--- src/sv/oal_pkg.sv ---
// Package for the ordered array list: sizes, opcode/status/state codes and
// the structs passed between the sequencer, the RAM wrapper and the top level.
// No dependencies.
package oal_pkg;

  // Storage geometry
  localparam int LIST_DEPTH = 64;
  localparam int DATA_WIDTH = 32;
  localparam int ADDR_W     = $clog2(LIST_DEPTH);
  localparam int CNT_W      = $clog2(LIST_DEPTH + 1);

  // Fixed port field widths
  localparam int OP_W   = 3;
  localparam int POS_W  = 7;
  localparam int VAL_W  = 32;
  localparam int STS_W  = 3;
  localparam int FIDX_W = 6;
  localparam int ICNT_W = 7;

  typedef enum logic [OP_W-1:0] {
    OP_INSERT_AT  = 3'd0,
    OP_ERASE_AT   = 3'd1,
    OP_SEARCH     = 3'd2,
    OP_PUSH_BACK  = 3'd3,
    OP_POP_BACK   = 3'd4,
    OP_PUSH_FRONT = 3'd5,
    OP_POP_FRONT  = 3'd6,
    OP_NOP        = 3'd7
  } op_t;

  typedef enum logic [STS_W-1:0] {
    STS_OK       = 3'd0,
    STS_FULL     = 3'd1,
    STS_EMPTY    = 3'd2,
    STS_BADPOS   = 3'd3,
    STS_NOTFOUND = 3'd4
  } status_t;

  typedef enum logic [2:0] {
    S_IDLE,
    S_RD,
    S_WR,
    S_PUT,
    S_SRD,
    S_SCMP,
    S_DONE
  } state_t;

  typedef struct packed {
    status_t             status;
    logic [ADDR_W-1:0]   found;
    logic [CNT_W-1:0]    count;
  } result_t;

  typedef struct packed {
    logic                  en;
    logic [ADDR_W-1:0]     addr;
    logic [DATA_WIDTH-1:0] data;
  } ram_wr_t;

endpackage

--- src/sv/ordered_array_list.sv ---
// Ordered array list: a fixed-capacity contiguous list held in one RAM.
//
// Input channel (in_valid / in_stall): one request per handshake, carrying
// opcode, position and value. Output channel (out_valid / out_stall): one
// result per request with status, found_index and item_count.
// A request is taken only while the sequencer is idle; it then walks the
// element RAM one entry at a time, a read step and then a write or compare
// step per entry, limited by the single read port with registered data.
// The sequencer goes back to idle after its done step, and only then is
// the next request taken; requests are never overlapped.
// The output register holds a finished result while out_stall is high; the
// sequencer waits in its done step and takes no new request until then.
// Reset empties the list (count zero); stored data is not cleared.
// Depends on oal_pkg, oal_ctrl and oal_ram.
module ordered_array_list
  import oal_pkg::*;
(
  input  logic                     clk,
  input  logic                     rst,
  input  logic                     in_valid,
  output logic                     in_stall,
  input  logic [OP_W-1:0]          opcode,
  input  logic [POS_W-1:0]         position,
  input  logic signed [VAL_W-1:0]  value,
  output logic                     out_valid,
  input  logic                     out_stall,
  output logic [STS_W-1:0]         status,
  output logic [FIDX_W-1:0]        found_index,
  output logic [ICNT_W-1:0]        item_count
);

  logic                  busy;
  logic [ADDR_W-1:0]     rd_addr;
  logic [DATA_WIDTH-1:0] rd_data;
  ram_wr_t               wr;
  logic                  res_valid;
  logic                  res_ready;
  result_t               res;

  assign in_stall  = busy;
  assign res_ready = !out_valid || !out_stall;

  oal_ctrl u_ctrl (
    .clk       (clk),
    .rst       (rst),
    .req_valid (in_valid),
    .req_op    (op_t'(opcode)),
    .req_pos   (CNT_W'(position)),
    .req_val   (DATA_WIDTH'(unsigned'(value))),
    .busy      (busy),
    .rd_addr   (rd_addr),
    .rd_data   (rd_data),
    .wr        (wr),
    .res_valid (res_valid),
    .res_ready (res_ready),
    .res       (res)
  );

  oal_ram #(
    .WIDTH (DATA_WIDTH),
    .DEPTH (LIST_DEPTH)
  ) u_ram (
    .clk     (clk),
    .wr_en   (wr.en),
    .wr_addr (wr.addr),
    .wr_data (wr.data),
    .rd_addr (rd_addr),
    .rd_data (rd_data)
  );

  // Output register: valid flag reset, payload loaded with each result
  always_ff @(posedge clk) begin
    if (rst) begin
      out_valid <= 1'b0;
    end else if (res_ready) begin
      out_valid <= res_valid;
    end
    if (res_ready && res_valid) begin
      status      <= STS_W'(res.status);
      found_index <= FIDX_W'(res.found);
      item_count  <= ICNT_W'(res.count);
    end
  end

endmodule

--- src/sv/oal_ram.sv ---
// Generic single-write, single-read RAM with registered read data.
// No dependencies.
module oal_ram #(
  parameter int WIDTH = 32,
  parameter int DEPTH = 64
) (
  input  logic                     clk,
  input  logic                     wr_en,
  input  logic [$clog2(DEPTH)-1:0] wr_addr,
  input  logic [WIDTH-1:0]         wr_data,
  input  logic [$clog2(DEPTH)-1:0] rd_addr,
  output logic [WIDTH-1:0]         rd_data
);

  logic [WIDTH-1:0] mem [DEPTH];

  // Write port and registered read port
  always_ff @(posedge clk) begin
    if (wr_en) begin
      mem[wr_addr] <= wr_data;
    end
    rd_data <= mem[rd_addr];
  end

endmodule

--- src/sv/oal_ctrl.sv ---
// Sequencer of the ordered array list: decodes a request, walks the element
// RAM one entry at a time (shift up, shift down, search) and forms the result.
// Depends on oal_pkg.
module oal_ctrl
  import oal_pkg::*;
(
  input  logic                  clk,
  input  logic                  rst,
  input  logic                  req_valid,
  input  op_t                   req_op,
  input  logic [CNT_W-1:0]      req_pos,
  input  logic [DATA_WIDTH-1:0] req_val,
  output logic                  busy,
  output logic [ADDR_W-1:0]     rd_addr,
  input  logic [DATA_WIDTH-1:0] rd_data,
  output ram_wr_t               wr,
  output logic                  res_valid,
  input  logic                  res_ready,
  output result_t               res
);

  state_t                state, state_next;
  op_t                   op, op_next;
  logic [CNT_W-1:0]      pos, pos_next;
  logic [DATA_WIDTH-1:0] val, val_next;
  logic [CNT_W-1:0]      idx, idx_next;
  logic [CNT_W-1:0]      count, count_next;
  status_t               status, status_next;
  logic [ADDR_W-1:0]     found, found_next;
  logic                  shrink, shrink_next;

  logic [CNT_W-1:0]      eff_pos;
  logic [CNT_W-1:0]      src;
  logic [CNT_W-1:0]      count_m1;
  logic                  req_acc;

  assign busy      = (state != S_IDLE);
  assign req_acc   = req_valid && (state == S_IDLE);
  assign res_valid = (state == S_DONE);
  assign res       = '{status: status, found: found, count: count};

  // Shared index step: neighbor entry in the walk direction
  assign src      = shrink ? (idx + CNT_W'(1)) : (idx - CNT_W'(1));
  assign count_m1 = count - CNT_W'(1);

  // Effective position of the request
  always_comb begin
    unique case (req_op)
      OP_INSERT_AT, OP_ERASE_AT:  eff_pos = req_pos;
      OP_PUSH_BACK:               eff_pos = count;
      OP_POP_BACK:                eff_pos = count_m1;
      default:                    eff_pos = '0;
    endcase
  end

  // State register and datapath registers
  always_ff @(posedge clk) begin
    if (rst) begin
      state <= S_IDLE;
      count <= '0;
    end else begin
      state <= state_next;
      count <= count_next;
    end
    op     <= op_next;
    pos    <= pos_next;
    val    <= val_next;
    idx    <= idx_next;
    status <= status_next;
    found  <= found_next;
    shrink <= shrink_next;
  end

  // Next state, RAM control and result bookkeeping
  always_comb begin
    state_next  = state;
    op_next     = op;
    pos_next    = pos;
    val_next    = val;
    idx_next    = idx;
    count_next  = count;
    status_next = status;
    found_next  = found;
    shrink_next = shrink;
    rd_addr     = idx[ADDR_W-1:0];
    wr          = '{en: 1'b0, addr: idx[ADDR_W-1:0], data: rd_data};

    unique case (state)
      S_IDLE: begin
        if (req_valid) begin
          op_next     = req_op;
          val_next    = req_val;
          pos_next    = eff_pos;
          status_next = STS_OK;
          found_next  = '0;
          state_next  = S_DONE;
          unique case (req_op)
            OP_INSERT_AT, OP_PUSH_BACK, OP_PUSH_FRONT: begin
              shrink_next = 1'b0;
              idx_next    = count;
              if (eff_pos > count) begin
                status_next = STS_BADPOS;
              end else if (count >= CNT_W'(LIST_DEPTH)) begin
                status_next = STS_FULL;
              end else if (count > eff_pos) begin
                state_next = S_RD;
              end else begin
                state_next = S_PUT;
              end
            end
            OP_ERASE_AT, OP_POP_BACK, OP_POP_FRONT: begin
              shrink_next = 1'b1;
              idx_next    = eff_pos;
              if (count == '0) begin
                status_next = STS_EMPTY;
              end else if (eff_pos >= count) begin
                status_next = STS_BADPOS;
              end else if (eff_pos < count_m1) begin
                state_next = S_RD;
              end else begin
                count_next = count_m1;
              end
            end
            OP_SEARCH: begin
              idx_next    = '0;
              status_next = STS_NOTFOUND;
              if (count != '0) begin
                state_next = S_SRD;
              end
            end
            OP_NOP: begin
              status_next = STS_OK;
            end
          endcase
        end
      end

      // Fetch the neighbor entry
      S_RD: begin
        rd_addr    = src[ADDR_W-1:0];
        state_next = S_WR;
      end

      // Move it into the current slot, then step
      S_WR: begin
        wr       = '{en: 1'b1, addr: idx[ADDR_W-1:0], data: rd_data};
        idx_next = src;
        if (shrink) begin
          if (src < count_m1) begin
            state_next = S_RD;
          end else begin
            count_next = count_m1;
            state_next = S_DONE;
          end
        end else if (src > pos) begin
          state_next = S_RD;
        end else begin
          state_next = S_PUT;
        end
      end

      // Drop the new element into its slot
      S_PUT: begin
        wr         = '{en: 1'b1, addr: pos[ADDR_W-1:0], data: val};
        count_next = count + CNT_W'(1);
        state_next = S_DONE;
      end

      S_SRD: begin
        state_next = S_SCMP;
      end

      // Compare one stored element against the key
      S_SCMP: begin
        if (rd_data == val) begin
          status_next = STS_OK;
          found_next  = idx[ADDR_W-1:0];
          state_next  = S_DONE;
        end else if (idx < count_m1) begin
          idx_next   = idx + CNT_W'(1);
          state_next = S_SRD;
        end else begin
          state_next = S_DONE;
        end
      end

      S_DONE: begin
        if (res_ready) begin
          state_next = S_IDLE;
        end
      end

      default: begin
        state_next = S_IDLE;
      end
    endcase
  end

  // Checks
  a_count_range: assert property (@(posedge clk) disable iff (rst)
    count <= CNT_W'(LIST_DEPTH))
    else $error("element count above capacity");

  a_wr_states: assert property (@(posedge clk) disable iff (rst)
    wr.en |-> (state == S_WR || state == S_PUT))
    else $error("RAM write outside a shift or put step");

  a_accept_leaves_idle: assert property (@(posedge clk) disable iff (rst)
    req_acc |=> (state != S_IDLE))
    else $error("accepted request did not start");

  a_count_hold: assert property (@(posedge clk) disable iff (rst)
    (state == S_DONE || (state == S_IDLE && !req_valid)) |=> $stable(count))
    else $error("count changed while no request is in work");

  a_found_in_range: assert property (@(posedge clk) disable iff (rst)
    (res_valid && op == OP_SEARCH && status == STS_OK) |-> (CNT_W'(found) < count))
    else $error("search hit beyond the element count");

endmodule

--- config.mk ---
export PLATFORM = sky130hd
export DESIGN_NAME = ordered_array_list
export DESIGN_NICKNAME = d
export VERILOG_FILES = /design/src/sv/oal_pkg.sv /design/src/sv/ordered_array_list.sv /design/src/sv/oal_ram.sv /design/src/sv/oal_ctrl.sv
export SDC_FILE = /design/constraint.sdc
export NUM_CORES = 2
export LEC_CHECK = 0
export ABC_AREA = 1
export BUFFER_PORTS_ARGS = -buffer_cell sky130_fd_sc_hd__buf_4
export CORE_UTILIZATION = 60
export DETAILED_ROUTE_END_ITERATION = 10
export GPL_ROUTABILITY_DRIVEN = 0
export PLACE_DENSITY = 0.76
export SYNTH_ARGS = -nofsm -noshare
export SYNTH_HDL_FRONTEND = slang
export SYNTH_SLANG_ARGS = --single-unit
--- constraint.sdc ---
create_clock -name clk -period 7.2 [get_ports clk]
set_input_delay 0 -clock clk [delete_from_list [all_inputs] [get_ports clk]]
set_output_delay 0 -clock clk [all_outputs]
set_load 0.03 [all_outputs]
Yosys cells after proc, flatten, opt, wreduce, memory -nomap -nowiden
Memory sizes are Yosys's and may differ from the RTL's. A register that Yosys moved wholly into a read port is not among the register bits. Index checks and enable logic that the tools add are counted.

Output and inout bits: 18. Memory bits (read-only): 0. Memories: 1. Memory bits (writable): 2048. Bits in latches: 0. Bits in registers: 83.

Equality and inequality tests: 26. Multipliers: 0. $lt $le $gt $ge: 8. Add/subtract/negate cells: 4. Bitwise gates (word level): 0. Muxes and demuxes: 47. Reductions and logical operators: 22. Div/mod/pow operators: 0. Shift-type cells: 0.

Memories: u_ram.mem (words 64, bits a word 32, rd ports 1, clocked after Yosys merged registers in 1, wr ports 1, RTL line oal_ram.sv:15) `logic [WIDTH-1:0] mem [DEPTH];`.

Operators with widths (number): 7-bit case mux with 3 select lines (4); 39-bit case mux with 2 select lines (1); 7-bit 2-to-1 mux (11); 3-bit 2-to-1 mux (14); 32-bit equality test (1); 3-bit equality test (second input constant) (7); 7-bit > comparator (3); 7-bit less-than comparator (3); 3-bit case mux with 7 select lines (1); 6-bit 2-to-1 mux (3); 7-bit by 1-bit adder with 7-bit output (second input constant) (2); 2-bit != test (second input constant) (7); 7-bit by 1-bit subtractor with 7-bit output (second input constant) (2); 3-bit by 2-bit equality test with 1-bit output (second input constant) (4); 3-bit case mux with 4 select lines (1); 6-bit case mux with 2 select lines (1); 2-bit 2-to-1 mux (5); 3-bit case mux with 3 select lines (1); 3-bit nonzero test (3); 2-bit by 1-bit != test with 1-bit output (second input constant) (4); 8-bit AND reduction (1); 7-bit greater-or-equal comparator (1); 7-bit greater-or-equal comparator (second input constant) (1); 7-bit logical NOT (1); 16 further kinds (25).

Logic depth before layout (Yosys ltp)
Depth after elaboration: 10. Mapped depth: 23. Depth with buffers taken out: 23.

Modules after synthesis
Synthesis repeated with hierarchy kept, for this count alone.

Cells, all modules: 7474. Area, all modules: 88337.2 um^2.

By module, submodules not included: oal_ram (area an instance 82765.6 um^2, cells each 6791, times used 1, sequential area each 62139.6 um^2); oal_ctrl (area an instance 5047.3 um^2, cells each 662, times used 1, sequential area each 1881.8 um^2); ordered_array_list (area an instance 524.3 um^2, cells each 21, times used 1, sequential area each 500.5 um^2).

Worst setup path before layout
OpenSTA, ideal clock, no wires.

Path type: register to register. Start: reg u_ctrl.state[1]. End: mem u_ram.mem[32][0], enable pin. Library setup time: 0.502 ns. Buffers on the path: 1. Clock period less this slack: 5.328 ns. Cell stages (with the launch flop): 12. Path slack: 1.872 ns. Arrival time: 4.826 ns. Data required time: 6.698 ns. Cell sequence: dfxtp_1 > inv_1 > nor2_1 > inv_1 > nor2_2 > inv_1 > clkbuf_1 > a21oi_1 > inv_1 > nor2_1 > nand3_1 > nor4_1.

Word-level cells in the longest chain between the ends: 4.

RTL lines: start: declaration (RTL line oal_ctrl.sv:22) `state_t state, state_next;`; start signal: assignment (RTL line oal_ctrl.sv:62) `state <= state_next;`; 3-bit by 2-bit equality test with 1-bit output (RTL line oal_ctrl.sv:88) `unique case (state)`; 39-bit case mux with 2 select lines * (RTL line oal_ctrl.sv:88); 1-bit 2-to-1 mux (RTL line oal_ram.sv:19) `if (wr_en) begin`; 1-bit 2-to-1 mux (implied by the code) (RTL line oal_ram.sv:20) `mem[wr_addr] <= wr_data;`; end: declaration (RTL line oal_ram.sv:15).

Every way passes the cells marked *; elsewhere a longest branch is shown, timed or not.

Worst setup path after layout
Start: reg u_ctrl.state[2]. End: mem u_ram.mem[24][5], enable pin.

Same word-level chain as after synthesis.

==> metrics.txt <==
status complete, no violations; setup TNS 0 ns; MaxCap Viol Count 0; Slew Viols, Final 0; CTS tree done; Setup crit start u_ctrl.state[2]; CTS Buffer Depth 3; Hold Violations, Final 0; initial antenna violation count 10; cts repair resizes 0; Switch Pwr 18.9 mW; Netlist cell types 44; root buf cell clkbuf_16; largest net degree at the start of global routing 189; pwr dens 472 nW/um^2; first-pass GRT wire length 356000 um; Num CTS Buffers 204; # clock sinks 2163; Data required, critical path 7.71 ns; Area Growth Syn to Fin 12.0%; Syn Std Cell Area 85900 um^2; initial DRC count 9774; Routed WL 246000 um; I/O pins 64; worst skew pair latency 0.84 ns; synthesis-stage register bit count 2163; Worst Tran Pin Value 1.41 ns; Data arrival, critical path 5.89 ns; layout cells sized above 1 9.15%; vias in the first global route 56000; Clock power frac 23.1%; clk_skew 0.0420 ns; Post-synth EDFFs 2120; worst min-delay path class in2reg; final setup fails 0; Net count, final 6696; LEAKAGE 30.8 nW; clock-pin slew on the worst setup and hold paths 0.06 ns; Hold Crit Start out_stall; port buffer count 63; Crit Path Class reg2reg; GR Overflow Total 0; Worst VDD drop 0.573 mV; final worst-path cycle share 74.7%; Power Internal 26.5 mW; Starting Density 60.6%; Relative slew margins 5.99%; syn_area_per_cell 13.1 um^2; sequential share of power 36.5%; Startpoint Class register; GRT Util Overall 33.3%; H-tree depth 4; Post-Synthesis Cells 6568; peak fanout along the critical path 29; Synth Flop Type edfxtp_1; Die Span X 380 um; combinational power share 40.4%; Synth Net Count 6650; register area share after synthesis 75.1%; unrepaired setup endpoints after global routing no; HPWL Detailed 126000 um; minimum clock period 5.38 ns; routed len/inst 28.3 um; Vias 58700; Post-synth ARST share 0%; fmax 0.186 GHz; core area 142000 um^2; Hold WS 0.117 ns; Synth Warn # 0; Residual DRC 0; Switching Share 41.7%; Cell Rows 138; antenna viol nets, final 0; crit end category register; Die Y 380 um; FF-to-FF Start u_ctrl.state[2]; total die area 145000 um^2; First-pass DRT Iterations 8; final core area utilization 67.8%; vias per cell 6.77
==> sequential cells by signal, indices dropped and copies added, names as in the netlist <==
register       flops
u_ctrl.shrink      1
u_ctrl.status      3
u_ctrl.count       7
u_ram.rd_data     32
u_ctrl.val        32
found_index        6
u_ctrl.state       3
u_ctrl.idx         7
out_valid          1
u_ctrl.found       6
u_ram.mem       2048
u_ctrl.pos         7
status             3
item_count         7
==> cells in the final DEF, fill, tap and decap left out, types with 2 or more instances in the layout <==
master,netlist,layout
edfxtp_1,2120,2120
nor2_1,1364,1305
o21ai_0,1060,1048
o22ai_1,497,497
o21ai_1,250,247
clkbuf_16,0,208
nand2_1,227,207
buf_4,16,190
o221ai_1,141,141
nand3_1,108,108
dlygate4sd3_1,0,86
inv_1,85,84
nor2_4,1,61
clkinv_1,2,54
dfxtp_1,43,43
clkinv_2,0,39
clkbuf_1,292,39
ha_1,36,36
a21oi_1,34,34
o211ai_1,28,28
nand2_2,4,24
nand4_1,22,22
xnor2_1,22,22
buf_12,0,21
bufinv_16,0,17
o21ai_4,1,16
xor2_1,14,14
nor3_1,9,9
inv_6,0,7
or2_2,7,7
nor4_2,0,6
clkinvlp_4,0,6
inv_2,8,5
nor4_1,10,4
inv_8,0,3
diode_2,0,2
inv_16,0,2
o2111ai_1,2,2
nor3b_1,2,2
==> synthesized netlist by cell type, types with 2 or more instances <==
library cell | number | area, um^2
o221ai_1 | 141 | 1230
edfxtp_1 | 2120 | 63700
dfxtp_1 | 43 | 861
nor2_2 | 2 | 12.5
xor2_1 | 14 | 123
or2_2 | 7 | 43.8
ha_1 | 36 | 450
buf_6 | 2 | 22.5
nor2_1 | 1364 | 5120
o21ai_0 | 1060 | 5310
inv_1 | 85 | 319
a21oi_1 | 34 | 170
nand3_1 | 108 | 541
clkbuf_2 | 18 | 90.1
nand2_1 | 227 | 852
o22ai_1 | 497 | 3110
nor3_1 | 9 | 45.0
nand4_1 | 22 | 138
nor3b_1 | 2 | 15.0
clkinv_1 | 2 | 7.51
inv_2 | 8 | 30.0
buf_4 | 16 | 120
buf_1 | 6 | 22.5
o211ai_1 | 28 | 210
nor4_1 | 10 | 62.6
o21ai_1 | 250 | 1250
nand2_2 | 4 | 25.0
o2111ai_1 | 2 | 17.5
xnor2_1 | 22 | 193
buf_2 | 124 | 621
clkbuf_1 | 292 | 1100
==> what timing repair did <==
item	CTS	global route
setup buffers	0	0
endpoints found under the hold margin	124	0
hold buffers	86	0
==> power groups by stage <==
stage	clock [mW]	combinational [mW]	sequential, mW
after detailed placement	0	17.4	16.8
after CTS	10.5	17.6	16.5
final	10.5	18.4	16.6
after floorplan	0	10.8	16.8
after global routing	11.0	19.3	16.6
after global placement	0	16.9	16.8
==> routing by layer <==
metal / part of all wire, % / track usage (%) / vias to the layer above
met3: 13 / 7.19 / 865
met1: 34 / 43.8 / 28400
met4: 7.2 / 21.2 / 4
met5: 0.013 / 0 / -
met2: 45 / 50.7 / 4769
li1: - / - / 24700
==> final timing paths <==
kind | to | slack [ns] | cells past startpoint
worst max-delay path | u_ram.mem[24][5] | 1.82 | 12
worst min-delay path | out_valid | 0.12 | 4
worst max register to register | u_ram.mem[24][5] | 1.82 | 12
worst min register to register | found_index[0] | 0.42 | 0
==> cells by family (layout without fill, tap and decap cells) <==
logic type,after synthesis,in the layout,share of synthesized area [%]
DFF,2163,2163,75.1
AOI/OAI and AO/OA,2019,2019,13.2
and+or+nand+nor,1759,1759,8.02
buffers and inverters,554,764,2.72
adders and majority gates,36,36,0.524
xor gates and xnor gates,36,36,0.367
muxes,1,1,0.0131
other,0,2,0
==> stage by stage <==
stage	instance area, um^2	setup slack, ns	power [mW]	cells
global placement	88900	2.08	33.7	8211
CTS	96100	2.02	44.6	8667
finish	96200	1.82	45.4	8670
global route	96200	1.72	46.8	8668
floorplan	85900	1.87	27.6	6568
detailed placement	88900	2.06	34.2	8211
==> critical path, cell delays in order (launching register included) <==
cell and delay, ns:
dfxtp_1 0.45, nor2_1 0.08, buf_4 0.20, inv_1 0.13, nor2_4 0.04, inv_1 0.74
nor2_1 0.11, a21oi_1 0.43, inv_1 0.29, nor2_1 0.18, nand3_1 0.80, nor2_4 1.28
buf_4 0.31
==> final cells by class <==
cell class	instances	area (um^2)
sequential	2163	64500
fill	9280	45600
multi-input combinational	3851	19800
clock buffer	247	5350
timing repair buffer	298	2720
tap	1890	2360
clock inverter	123	1050
inverter	96	398
antenna	2	5.00
Note: power is estimated with default switching activity, not from simulation.
